==> config.mk <==
export PLATFORM = sky130hd
export DESIGN_NAME = text_encoding_guesser_core
export DESIGN_NICKNAME = d
export VERILOG_FILES = /design/src/design/teg_pkg.sv /design/src/design/teg_scan.sv /design/src/design/teg_decide.sv /design/src/design/text_encoding_guesser_core.sv
export SDC_FILE = /design/constraint.sdc
export NUM_CORES = 1
export LEC_CHECK = 0
export ABC_CLOCK_PERIOD_IN_PS = 7090
export BUFFER_PORTS_ARGS = -buffer_cell sky130_fd_sc_hd__buf_2
export CAP_MARGIN = 15
export CORE_ASPECT_RATIO = 1.1
export CORE_MARGIN = 2
export CORE_UTILIZATION = 42
export DETAILED_ROUTE_END_ITERATION = 12
export SLEW_MARGIN = 15
export SYNTH_ARGS = -nofsm -noshare
export SYNTH_HDL_FRONTEND = slang
export SYNTH_SLANG_ARGS = --single-unit
==> constraint.sdc <==
create_clock -name clk -period 7.09 [get_ports clk]
set_clock_uncertainty 0.15 [all_clocks]
set_input_delay 1.0635 -clock clk [delete_from_list [all_inputs] [get_ports clk]]
set_output_delay 1.0635 -clock clk [all_outputs]
set_load 0.05 [all_outputs]
==> src/design/teg_pkg.sv <==
// Package for the text encoding guesser: charset codes, byte constants,
// the per-message tracking state and its cleared value. No dependencies.
package teg_pkg;

  localparam int COUNT_WIDTH = 16;
  localparam logic [COUNT_WIDTH-1:0] COUNT_MAX = {COUNT_WIDTH{1'b1}};

  // Charset codes, shared by the fallback register and the result.
  localparam logic [2:0] CS_LATIN1 = 3'd0;
  localparam logic [2:0] CS_SJIS   = 3'd1;
  localparam logic [2:0] CS_UTF8   = 3'd2;
  localparam logic [2:0] CS_EUCJP  = 3'd3;
  localparam logic [2:0] CS_OTHER  = 3'd4;

  // Byte constants.
  localparam logic [7:0] BOM_B0     = 8'hEF;
  localparam logic [7:0] BOM_B1     = 8'hBB;
  localparam logic [7:0] BOM_B2     = 8'hBF;
  localparam logic [7:0] ASCII_MAX  = 8'h7F;
  localparam logic [7:0] NBSP       = 8'hA0;
  localparam logic [7:0] LAT_LETTER = 8'hC0;
  localparam logic [7:0] LAT_TIMES  = 8'hD7;
  localparam logic [7:0] LAT_DIVIDE = 8'hF7;
  localparam logic [7:0] SJ_TRAIL_LO = 8'h40;
  localparam logic [7:0] SJ_TRAIL_HI = 8'hFC;
  localparam logic [7:0] SJ_LEAD_HI  = 8'hEF;
  localparam logic [7:0] SJ_KANA_END = 8'hE0;
  localparam logic [7:0] SJ_C1_GAP   = 8'h80;
  localparam logic [7:0] CTRL_END    = 8'h20;
  localparam logic [7:0] CHAR_LF     = 8'h0A;
  localparam logic [7:0] CHAR_CR     = 8'h0D;

  localparam logic [1:0] RUN_MAX = 2'd3;

  typedef struct packed {
    logic [COUNT_WIDTH-1:0] bytes_seen;
    logic                   bom_prefix_ok;
    logic                   utf8_valid;
    logic                   latin1_valid;
    logic                   sjis_valid;
    logic [1:0]             utf8_pending;
    logic                   utf8_multibyte_seen;
    logic                   sjis_pending;
    logic [1:0]             katakana_total;
    logic [1:0]             katakana_run;
    logic [1:0]             katakana_run_max;
    logic [1:0]             double_run;
    logic [1:0]             double_run_max;
    logic [COUNT_WIDTH-1:0] latin1_high_other;
  } teg_state_t;

  // Candidate flags at the end of a message.
  typedef struct packed {
    logic u8;
    logic sj;
    logic l1;
  } teg_cand_t;

  localparam teg_state_t STATE_CLEAR = '{
    bytes_seen:          '0,
    bom_prefix_ok:       1'b1,
    utf8_valid:          1'b1,
    latin1_valid:        1'b1,
    sjis_valid:          1'b1,
    utf8_pending:        2'd0,
    utf8_multibyte_seen: 1'b0,
    sjis_pending:        1'b0,
    katakana_total:      2'd0,
    katakana_run:        2'd0,
    katakana_run_max:    2'd0,
    double_run:          2'd0,
    double_run_max:      2'd0,
    latin1_high_other:   '0
  };

endpackage

==> src/design/teg_scan.sv <==
// Next-state logic for one message byte: BOM check, UTF-8, Latin-1 and
// Shift-JIS validity tracking, runs and counters. Depends on teg_pkg.
module teg_scan
  import teg_pkg::*;
(
  input  teg_state_t st,
  input  logic [7:0] byte_value,
  output teg_state_t nx
);

  function automatic logic [1:0] sat3_inc(input logic [1:0] v);
    return (v == RUN_MAX) ? RUN_MAX : v + 2'd1;
  endfunction

  logic [7:0] bom_byte;
  logic       any_valid;

  always_comb begin
    case (st.bytes_seen[1:0])
      2'd0:    bom_byte = BOM_B0;
      2'd1:    bom_byte = BOM_B1;
      default: bom_byte = BOM_B2;
    endcase
  end

  assign any_valid = st.utf8_valid | st.latin1_valid | st.sjis_valid;

  always_comb begin
    nx = st;

    if (st.bytes_seen < COUNT_WIDTH'(3) && byte_value != bom_byte) begin
      nx.bom_prefix_ok = 1'b0;
    end

    // UTF-8
    if (any_valid && st.utf8_valid) begin
      if (st.utf8_pending != 2'd0) begin
        if (!byte_value[7]) nx.utf8_valid = 1'b0;
        else nx.utf8_pending = st.utf8_pending - 2'd1;
      end else if (byte_value[7]) begin
        if (!byte_value[6]) begin
          nx.utf8_valid = 1'b0;
        end else if (!byte_value[5]) begin
          nx.utf8_pending = 2'd1;
          nx.utf8_multibyte_seen = 1'b1;
        end else if (!byte_value[4]) begin
          nx.utf8_pending = 2'd2;
          nx.utf8_multibyte_seen = 1'b1;
        end else if (!byte_value[3]) begin
          nx.utf8_pending = 2'd3;
          nx.utf8_multibyte_seen = 1'b1;
        end else begin
          nx.utf8_valid = 1'b0;
        end
      end
    end

    // Latin-1
    if (any_valid && st.latin1_valid) begin
      if (byte_value > ASCII_MAX && byte_value < NBSP) begin
        nx.latin1_valid = 1'b0;
      end else if (byte_value >= NBSP) begin
        if ((byte_value < LAT_LETTER || byte_value == LAT_TIMES ||
             byte_value == LAT_DIVIDE) && st.latin1_high_other != COUNT_MAX) begin
          nx.latin1_high_other = st.latin1_high_other + COUNT_WIDTH'(1);
        end
      end
    end

    // Shift-JIS
    if (any_valid && st.sjis_valid) begin
      if (st.sjis_pending) begin
        if (byte_value < SJ_TRAIL_LO || byte_value == ASCII_MAX ||
            byte_value > SJ_TRAIL_HI) begin
          nx.sjis_valid = 1'b0;
        end else begin
          nx.sjis_pending = 1'b0;
        end
      end else if (byte_value == SJ_C1_GAP || byte_value == NBSP ||
                   byte_value > SJ_LEAD_HI) begin
        nx.sjis_valid = 1'b0;
      end else if (byte_value < CTRL_END && byte_value != CHAR_LF &&
                   byte_value != CHAR_CR) begin
        nx.sjis_valid = 1'b0;
      end else if (byte_value > NBSP && byte_value < SJ_KANA_END) begin
        nx.katakana_total = sat3_inc(st.katakana_total);
        nx.double_run     = 2'd0;
        nx.katakana_run   = sat3_inc(st.katakana_run);
        if (nx.katakana_run > st.katakana_run_max) nx.katakana_run_max = nx.katakana_run;
      end else if (byte_value > ASCII_MAX) begin
        nx.sjis_pending = 1'b1;
        nx.katakana_run = 2'd0;
        nx.double_run   = sat3_inc(st.double_run);
        if (nx.double_run > st.double_run_max) nx.double_run_max = nx.double_run;
      end else begin
        nx.katakana_run = 2'd0;
        nx.double_run   = 2'd0;
      end
    end

    if (st.bytes_seen != COUNT_MAX) begin
      nx.bytes_seen = st.bytes_seen + COUNT_WIDTH'(1);
    end
  end

endmodule

==> src/design/teg_decide.sv <==
// Decision logic for the final byte: applies the charset priority order to
// the updated tracking state. Depends on teg_pkg.
module teg_decide
  import teg_pkg::*;
(
  input  teg_state_t st,
  input  teg_cand_t  cand,
  input  logic [2:0] fallback_charset,
  output logic [2:0] charset
);

  logic [2:0]             fb;
  logic                   bom;
  logic                   assume_sjis;
  logic                   kat2;
  logic                   many_high;
  logic [COUNT_WIDTH+3:0] high_x10;

  assign fb          = (fallback_charset > CS_OTHER) ? CS_OTHER : fallback_charset;
  assign bom         = st.bom_prefix_ok && st.bytes_seen > COUNT_WIDTH'(3);
  assign assume_sjis = (fb == CS_SJIS) || (fb == CS_EUCJP);
  assign kat2        = (st.katakana_run_max == 2'd2) && (st.katakana_total == 2'd2);
  // x*10 as x*8 + x*2
  assign high_x10    = {1'b0, st.latin1_high_other, 3'b000}
                     + {3'b000, st.latin1_high_other, 1'b0};
  assign many_high   = high_x10 >= {4'b0000, st.bytes_seen};

  always_comb begin
    if (cand.u8 && (bom || st.utf8_multibyte_seen)) begin
      charset = CS_UTF8;
    end else if (cand.sj && (assume_sjis || st.katakana_run_max == RUN_MAX ||
                             st.double_run_max == RUN_MAX)) begin
      charset = CS_SJIS;
    end else if (cand.l1 && cand.sj) begin
      charset = (kat2 || many_high) ? CS_SJIS : CS_LATIN1;
    end else if (cand.l1) begin
      charset = CS_LATIN1;
    end else if (cand.sj) begin
      charset = CS_SJIS;
    end else if (cand.u8) begin
      charset = CS_UTF8;
    end else begin
      charset = fb;
    end
  end

endmodule

==> src/design/text_encoding_guesser_core.sv <==
// Text encoding guesser core. Feed a message one byte per input transaction,
// with in_last_byte high on its final byte; that byte produces one result
// transaction giving the guessed charset (0 latin1, 1 sjis, 2 utf8,
// 3 euc_jp, 4 other) and whether the message stayed valid UTF-8, Shift-JIS
// and ISO-8859-1 to the end. Other bytes produce no result. The block takes
// one byte every cycle unless a last byte waits for the output register:
// each byte passes an input register and then a single state-update stage
// that advances all candidate trackers at once; a last byte also loads its
// result into the output register, which drives out_valid. A result held in
// the output register waits for out_ready while following bytes are still
// taken; only a further last byte stalls until the register frees.
// Tracking state is cleared after every last byte. cfg_fallback_charset
// selects the answer when nothing fits (values above 4 act as 4) and a
// Shift-JIS or EUC-JP fallback biases the choice toward Shift-JIS; write it
// only between messages.
module text_encoding_guesser_core
  import teg_pkg::*;
(
  input  logic       clk,
  input  logic       rst_n,

  input  logic       cfg_valid,
  output logic       cfg_ready,
  input  logic [2:0] cfg_fallback_charset,

  input  logic       in_valid,
  output logic       in_ready,
  input  logic [7:0] in_byte_value,
  input  logic       in_last_byte,

  output logic       out_valid,
  input  logic       out_ready,
  output logic [2:0] out_charset,
  output logic       out_utf8_possible,
  output logic       out_sjis_possible,
  output logic       out_latin1_possible
);

  // Configuration register
  logic [2:0] fallback_r;

  // Input register
  logic       s1_valid_r;
  logic [7:0] s1_byte_r;
  logic       s1_last_r;

  // Tracking state
  teg_state_t state_r;
  teg_state_t state_nxt;
  teg_state_t scan_nx;

  // Result register
  logic       out_valid_r;
  logic       out_valid_nxt;
  logic [2:0] charset_r;
  teg_cand_t  cand_r;

  teg_cand_t  cand;
  logic [2:0] charset;
  logic       s1_go;
  logic       out_load;

  // Accept configuration at any time; the user keeps it to idle periods.
  assign cfg_ready = 1'b1;

  always_ff @(posedge clk) begin
    if (!rst_n) begin
      fallback_r <= CS_LATIN1;
    end else if (cfg_valid) begin
      fallback_r <= cfg_fallback_charset;
    end
  end

  // A byte in the input register may advance unless it is a last byte
  // and the result register is still occupied by an untaken transaction.
  assign s1_go    = s1_valid_r && (!s1_last_r || !out_valid_r || out_ready);
  assign in_ready = !s1_valid_r || s1_go;
  assign out_load = s1_go && s1_last_r;

  always_ff @(posedge clk) begin
    if (!rst_n) begin
      s1_valid_r <= 1'b0;
    end else if (in_ready) begin
      s1_valid_r <= in_valid;
    end
  end

  always_ff @(posedge clk) begin
    if (in_valid && in_ready) begin
      s1_byte_r <= in_byte_value;
      s1_last_r <= in_last_byte;
    end
  end

  teg_scan u_scan (
    .st         (state_r),
    .byte_value (s1_byte_r),
    .nx         (scan_nx)
  );

  // Unfinished multi-byte sequences count as invalid at the end.
  assign cand.u8 = scan_nx.utf8_valid && (scan_nx.utf8_pending == 2'd0);
  assign cand.sj = scan_nx.sjis_valid && !scan_nx.sjis_pending;
  assign cand.l1 = scan_nx.latin1_valid;

  teg_decide u_decide (
    .st               (scan_nx),
    .cand             (cand),
    .fallback_charset (fallback_r),
    .charset          (charset)
  );

  // Advance the trackers on every byte; clear them after a last byte.
  always_comb begin
    state_nxt = state_r;
    if (s1_go) begin
      state_nxt = s1_last_r ? STATE_CLEAR : scan_nx;
    end
  end

  always_ff @(posedge clk) begin
    if (!rst_n) begin
      state_r <= STATE_CLEAR;
    end else begin
      state_r <= state_nxt;
    end
  end

  // Result register: load on a last byte, drop once taken.
  always_comb begin
    out_valid_nxt = out_valid_r;
    if (out_load) begin
      out_valid_nxt = 1'b1;
    end else if (out_ready) begin
      out_valid_nxt = 1'b0;
    end
  end

  always_ff @(posedge clk) begin
    if (!rst_n) begin
      out_valid_r <= 1'b0;
    end else begin
      out_valid_r <= out_valid_nxt;
    end
  end

  always_ff @(posedge clk) begin
    if (out_load) begin
      charset_r <= charset;
      cand_r    <= cand;
    end
  end

  assign out_valid           = out_valid_r;
  assign out_charset         = charset_r;
  assign out_utf8_possible   = cand_r.u8;
  assign out_sjis_possible   = cand_r.sj;
  assign out_latin1_possible = cand_r.l1;

endmodule

; ---- Word-level counts from Yosys, hierarchy flattened
; Index checks and enable logic that the tools add are counted.
[totals]
regBits = 70
elab_cells = 177
inputBits = 17
out_inout_bits = 9
[op_classes]
mux = 61
bitwise = 2
n_eq_ne = 23
reduce_logical = 44
add_sub_neg = 7
magnitude_cmp = 16
[op_table]
columns = op, count
row1 = $mux 16, 5
row2 = $mux 50, 1
row3 = $mux 11, 3
row4 = $mux 3, 11
row5 = $add 16x1->16 const B, 2
row6 = $eq 8x8->1 const B, 4
row7 = $ne 16x16->1 const B, 2
row8 = $mux 2, 15
row9 = $gt 8x8->1 const B, 3
row10 = $lt 8x8->1 const B, 3
row11 = $mux 1, 24
row12 = $add 19x17->20, 1
row13 = $ge 20x16->1, 1
row14 = $logic_and 1x1->1, 19
row15 = $gt 16x2->1 const B, 1
row16 = $lt 16x2->1 const B, 1
row17 = $ne 8x4->1 const B, 2
row18 = $eq 2x2->1 const B, 7
row19 = $logic_or 1x1->1, 14
row20 = $pmux 7 s2, 1
row21 = $mux 10, 1
row22 = $eq 8x7->1 const B, 1
row23 = $ge 8x8->1 const B, 1
row24 = $gt 8x7->1 const B, 1
row25 = other kinds (17), 29

; ---- Depth between registers and ports, before layout
[logic_depth]
ltp_word = 16
ltp_mapped = 24
depth_no_buf = 22

; ---- Modules after synthesis
; From an unflattened synthesis, not the netlist that was laid out.
[hier_totals]
cells_unflattened = 546
area_unflattened_um2 = 4998.5
[modules_own_cells]
columns = module, instances, area_each_um2, cells_each
row1 = text_encoding_guesser_core, 1, 2258.4, 154
row2 = teg_scan, 1, 1490.2, 229
row3 = teg_decide, 1, 1249.9, 163

; ---- Worst setup path after synthesis
; OpenSTA, ideal clock, no wires.
[synth_timing]
path_type = register to register
from = reg state_r[8] (netlist bit)
to = reg charset_r[0] (netlist: out_charset[0]), data pin
arrival_time_ps = 4748
required_time_ps = 6684
stages_incl_launch_ff = 24
setup_slack_ps = 1936
period_less_slack_ps = 5154
path_cell_list = dfxtp_1 buf_2 nand4_1 nor4_2 nand4_1 and2_1 clkbuf_1 nand2_1 xnor2_1 ha_1 fa_1 a21o_1 nor3b_1 o31ai_1 nand2b_1 a21o_1 a21oi_1 xnor2_1 ha_1 nor3_1 o2111ai_1 or4_1 or4_1 o211a_1
[synth_via]
elab_chain_cells = 12
[synth_lines]
columns = element, line_no
row1 = from (decl), text_encoding_guesser_core.sv:48  ; teg_state_t state_r;
row2 = from (signal assigned), text_encoding_guesser_core.sv:125  ; state_r <= state_nxt;
row3 = branches (longest 5 deep; another with $add 16x1->16), n/a
row4 = $mux 16 *, teg_scan.sv:59  ; if (any_valid && st.latin1_valid) begin
row5 = $add 19x17->20 *, teg_decide.sv:25  ; + {3'b000, st.latin1_high_other, 1'b0};
row6 = $ge 20x16->1 *, teg_decide.sv:26  ; assign many_high = high_x10 >= {4'b0000, st.bytes_seen};
row7 = $logic_or 1x1->1 *, teg_decide.sv:35  ; charset = (kat2 || many_high) ? CS_SJIS : CS_LATIN1;
row8 = $mux 1 *, teg_decide.sv:35
row9 = $mux 3 *, teg_decide.sv:34  ; end else if (cand.l1 && cand.sj) begin
row10 = $mux 2 *, teg_decide.sv:31  ; end else if (cand.sj && (assume_sjis || st.katakana_run_max == RUN_MAX ||
row11 = to (signal assigned), text_encoding_guesser_core.sv:149  ; charset_r <= charset;
row12 = to (decl), text_encoding_guesser_core.sv:55  ; logic [2:0] charset_r;
; Every way passes the cells marked *.
; A chain may end at the register's enable or synchronous reset.

; ---- Final worst setup path
[layout_timing]
from = reg s1_byte_r[6]
to = reg charset_r[0] (netlist: out_charset[0]), data pin
[layout_via]
elab_chain_cells = 14
[layout_lines]
columns = element, line_no
row1 = from (decl), text_encoding_guesser_core.sv:44  ; logic [7:0] s1_byte_r;
row2 = from (signal assigned), text_encoding_guesser_core.sv:90  ; s1_byte_r <= in_byte_value;
row3 = $lt 8x8->1 / $eq 8x8->1 (equally long branches), teg_scan.sv:63  ; if ((byte_value < LAT_LETTER || byte_value == LAT_TIMES ||
row4 = $logic_or 1x1->1 (2 in series), teg_scan.sv:63
row5 = $logic_and 1x1->1, teg_scan.sv:64  ; byte_value == LAT_DIVIDE) && st.latin1_high_other != COUNT_MAX) begin
row6 = $mux 16, teg_scan.sv:63
row7 = $mux 16, teg_scan.sv:62  ; end else if (byte_value >= NBSP) begin
row8 = $mux 16, teg_scan.sv:60  ; if (byte_value > ASCII_MAX && byte_value < NBSP) begin
row9 = $mux 16, teg_scan.sv:59
row10 = $add 19x17->20, teg_decide.sv:25
row11 = $ge 20x16->1, teg_decide.sv:26
row12 = $logic_or 1x1->1, teg_decide.sv:35
row13 = $mux 1, teg_decide.sv:35
row14 = $mux 3, teg_decide.sv:34
row15 = $mux 2, teg_decide.sv:31
; Parallel ways exist; a longest one is shown, timed or not. The select of a mux whose other input is x is not followed.

==> impl_metrics.json <==
{
  "nets": 695,
  "hpwl_um": 9540,
  "place_inst": 780,
  "critical_path.endpoint_type": "register",
  "yosys-top-cells-count": "nand2_1, dfxtp_1, o21ai_0",
  "finalCritPeriodShare_pct": 80.5,
  "drtIter0Drc": 271,
  "clockBufferDepth": 2,
  "yosys_warnings": 0,
  "final-instance-count-excl-fill": 796,
  "num-fill-cells": 1154,
  "core_sq_mm": 0.0119,
  "cts_setup_buffers": 0,
  "areaGrowthSynthToFinish_pct": 10.2,
  "synth.most_common_cell": "nand2_1",
  "clock_latency_ns": 0.33,
  "place_congestion": 0.853,
  "io_buffers": 24,
  "vias": 4668,
  "synth_nets": 694,
  "grt.total_usage_pct": 21.5,
  "finalPower_mw": 1.04,
  "overflow": 0,
  "yosys.area.top_type_share_pct": 21.5,
  "slew_headroom_pct": 31.3,
  "grt_setup_unrepaired": "no",
  "post-route-min-period_ns": 5.71,
  "fp.dieW_um": 109,
  "num_antenna_cells": 0,
  "finalInstanceArea_sq_mm": 0.00563,
  "hold_path.class": "register to register",
  "p_leak_nw": 2.22,
  "swShare_pct": 23.2,
  "vias_per_cell": 5.86,
  "comb_power_share_pct": 8.2,
  "wire_per_inst_um": 16.5,
  "ys_seq_area_share_pct": 30.4,
  "pwr-share-clk_pct": 51.0,
  "yosysTopAreaCell": "dfxtp_1",
  "synth-async-reset-ratio_pct": 0,
  "grt_pass1_wl_um": 22300,
  "placed_area_sq_mm": 0.00528,
  "antenna_found_initial": 0,
  "grt_max_degree": 60,
  "synth_area_sq_mm": 0.00511,
  "die_area_sq_mm": 0.0131,
  "clkTransAtPathRegs_ns": 0.06,
  "antenna_left": 0,
  "critical_path_required_ns": 7.03,
  "synthCells": 636,
  "ys_ff_latch": 70,
  "clock-sinks": 70,
  "critPathKind": "register to register",
  "drt_wl_total_um": 13100,
  "worst_slack_ns": 1.38,
  "setup_viol": 0,
  "synth_flop_cell": "dfxtp_1",
  "drc": 0,
  "synth_area_per_cell_sq_um": 8.03,
  "root_buffer": "clkbuf_16",
  "drtPass1Iterations": 7,
  "outcome": "finished clean",
  "ys_types": 69,
  "worst_pin_slew_ns": 1.03,
  "finalHoldViolCount": 0,
  "grt_pass1_vias": 4564,
  "synth-edff-count": 15,
  "seqPwrFrac_pct": 40.9,
  "start_util_pct": 42.8,
  "htreeDepth": 3,
  "pre_cts_ws_ns": 1.47,
  "tritoncts": "yes",
  "boundaryPins": 26,
  "drv_cap": 0,
  "cts_hold_buf": 0,
  "vdd_drop_max_mv": 0.173,
  "setup_tns_ns": 0,
  "crit_fanout": 14,
  "chipHeight_um": 120,
  "p_int_mw": 0.801,
  "drive_above_1_share_pct": 8.72,
  "power_density_mw_per_mm2": 185,
  "critical_path_arrival_ns": 5.64,
  "cts-resized-gates": 0,
  "power.net_switching_mw": 0.241,
  "drv_slew": 0,
  "cts_buffers": 9,
  "cp-start-kind": "register",
  "holdWs_ns": 0.312,
  "fmax_mhz": 175,
  "rows": 42,
  "ys_top_cells_by_area": "dfxtp_1, ha_1, edfxtp_1",
  "final_util_pct": 47.2
}
==> layout by cell type, fill, tap and decap left out, types with 8 or more instances in the layout <==
cell       synthesis  routed
nand2_1           63      63
dfxtp_1           55      55
o21ai_0           48      48
ha_1              40      40
nor2_1            35      35
a21oi_1           34      34
inv_1             25      25
nand3_1           24      24
buf_2              3      24
nor2b_1           23      23
xnor2_1           23      23
nor3_1            22      22
nand4_1           17      17
and2_1            15      15
edfxtp_1          15      15
xor2_1            12      12
a21o_1            11      11
clkbuf_16          0       9
o22ai_1            8       8
a31oi_1            8       8
nor4_1             8       8
==> power groups by stage <==
stage          Clock [mW]  Sequential, mW  Combinational [mW]
4_1_cts             0.541           0.425              0.0856
3_5_place_dp            0           0.434              0.0849
6_report            0.531           0.426              0.0853
5_1_grt             0.559           0.427              0.0947
3_3_place_gp            0           0.434              0.0841
2_1_floorplan           0           0.435              0.0598
==> per-layer routing <==
| layer | up-vias | wire (um) | global-route usage [%] | share of wire [%] |
|---|---|---|---|---|
| li1 | 2321 | - | - | - |
| met1 | 2190 | 6000 | 28.4 | 46 |
| met2 | 128 | 6180 | 34.5 | 47 |
| met3 | 29 | 624 | 4.13 | 4.7 |
| met4 | 0 | 331 | 8.31 | 2.5 |
| met5 | - | 0 | 0 | 0 |
==> worst max-delay path: stages (launching register included) <==
cell	delay [ns]
edfxtp_1	0.56
nand2b_1	0.25
o21ai_0	0.10
and3_1	0.25
and2_1	0.27
nand4_1	0.29
nor2_1	0.20
xor2_1	0.28
ha_1	0.35
a21o_1	0.19
a21o_1	0.17
o31ai_1	0.20
nand2b_1	0.12
a21o_1	0.20
a21oi_1	0.18
xnor2_1	0.09
ha_1	0.20
nor3_1	0.24
o2111ai_1	0.13
or4_1	0.41
or4_1	0.42
o211a_1	0.22
==> sequential cells by signal, indices dropped and copies added (netlist names) <==
register,count
fallback_r,3
out_charset,3
out_latin1_possible,1
out_sjis_possible,1
out_utf8_possible,1
out_valid,1
s1_byte_r,8
s1_last_r,1
s1_valid_r,1
state_r,50
==> kinds of logic (layout without fill, tap and decap cells) <==
kind of cell    after synthesis  after routing  synth area share, %
simple gates                252            252                 25.9
compound gates              169            169                 21.3
flops                        70             70                 30.4
buf+inv                      61             67                 4.85
fa+ha+maj                    41             41                 10.2
xor+xnor                     35             35                 6.00
mux                           7              7                 1.40
other cells                   1              1               0.0734
==> cell type report <==
cell class	instances	area, sq um	share of cell area, %
clock buffer	11	243	4.31
sequential	70	1550	27.6
tap	154	193	3.42
timing repair buffer	25	128	2.27
inverter	26	97.6	1.73
clock inverter	5	108	1.91
multi-input combinational	505	3310	58.8
==> worst paths after layout <==
kind / startpoint / end / slack, ns / cells past startpoint
min reg2reg: state_r[33] / state_r[33] / 0.31 / 2
max reg2reg: s1_byte_r[6] / out_charset[0] / 1.38 / 21
max: s1_byte_r[6] / out_charset[0] / 1.38 / 21
min: state_r[33] / state_r[33] / 0.31 / 2
Note: power is estimated with default switching activity, not from simulation.
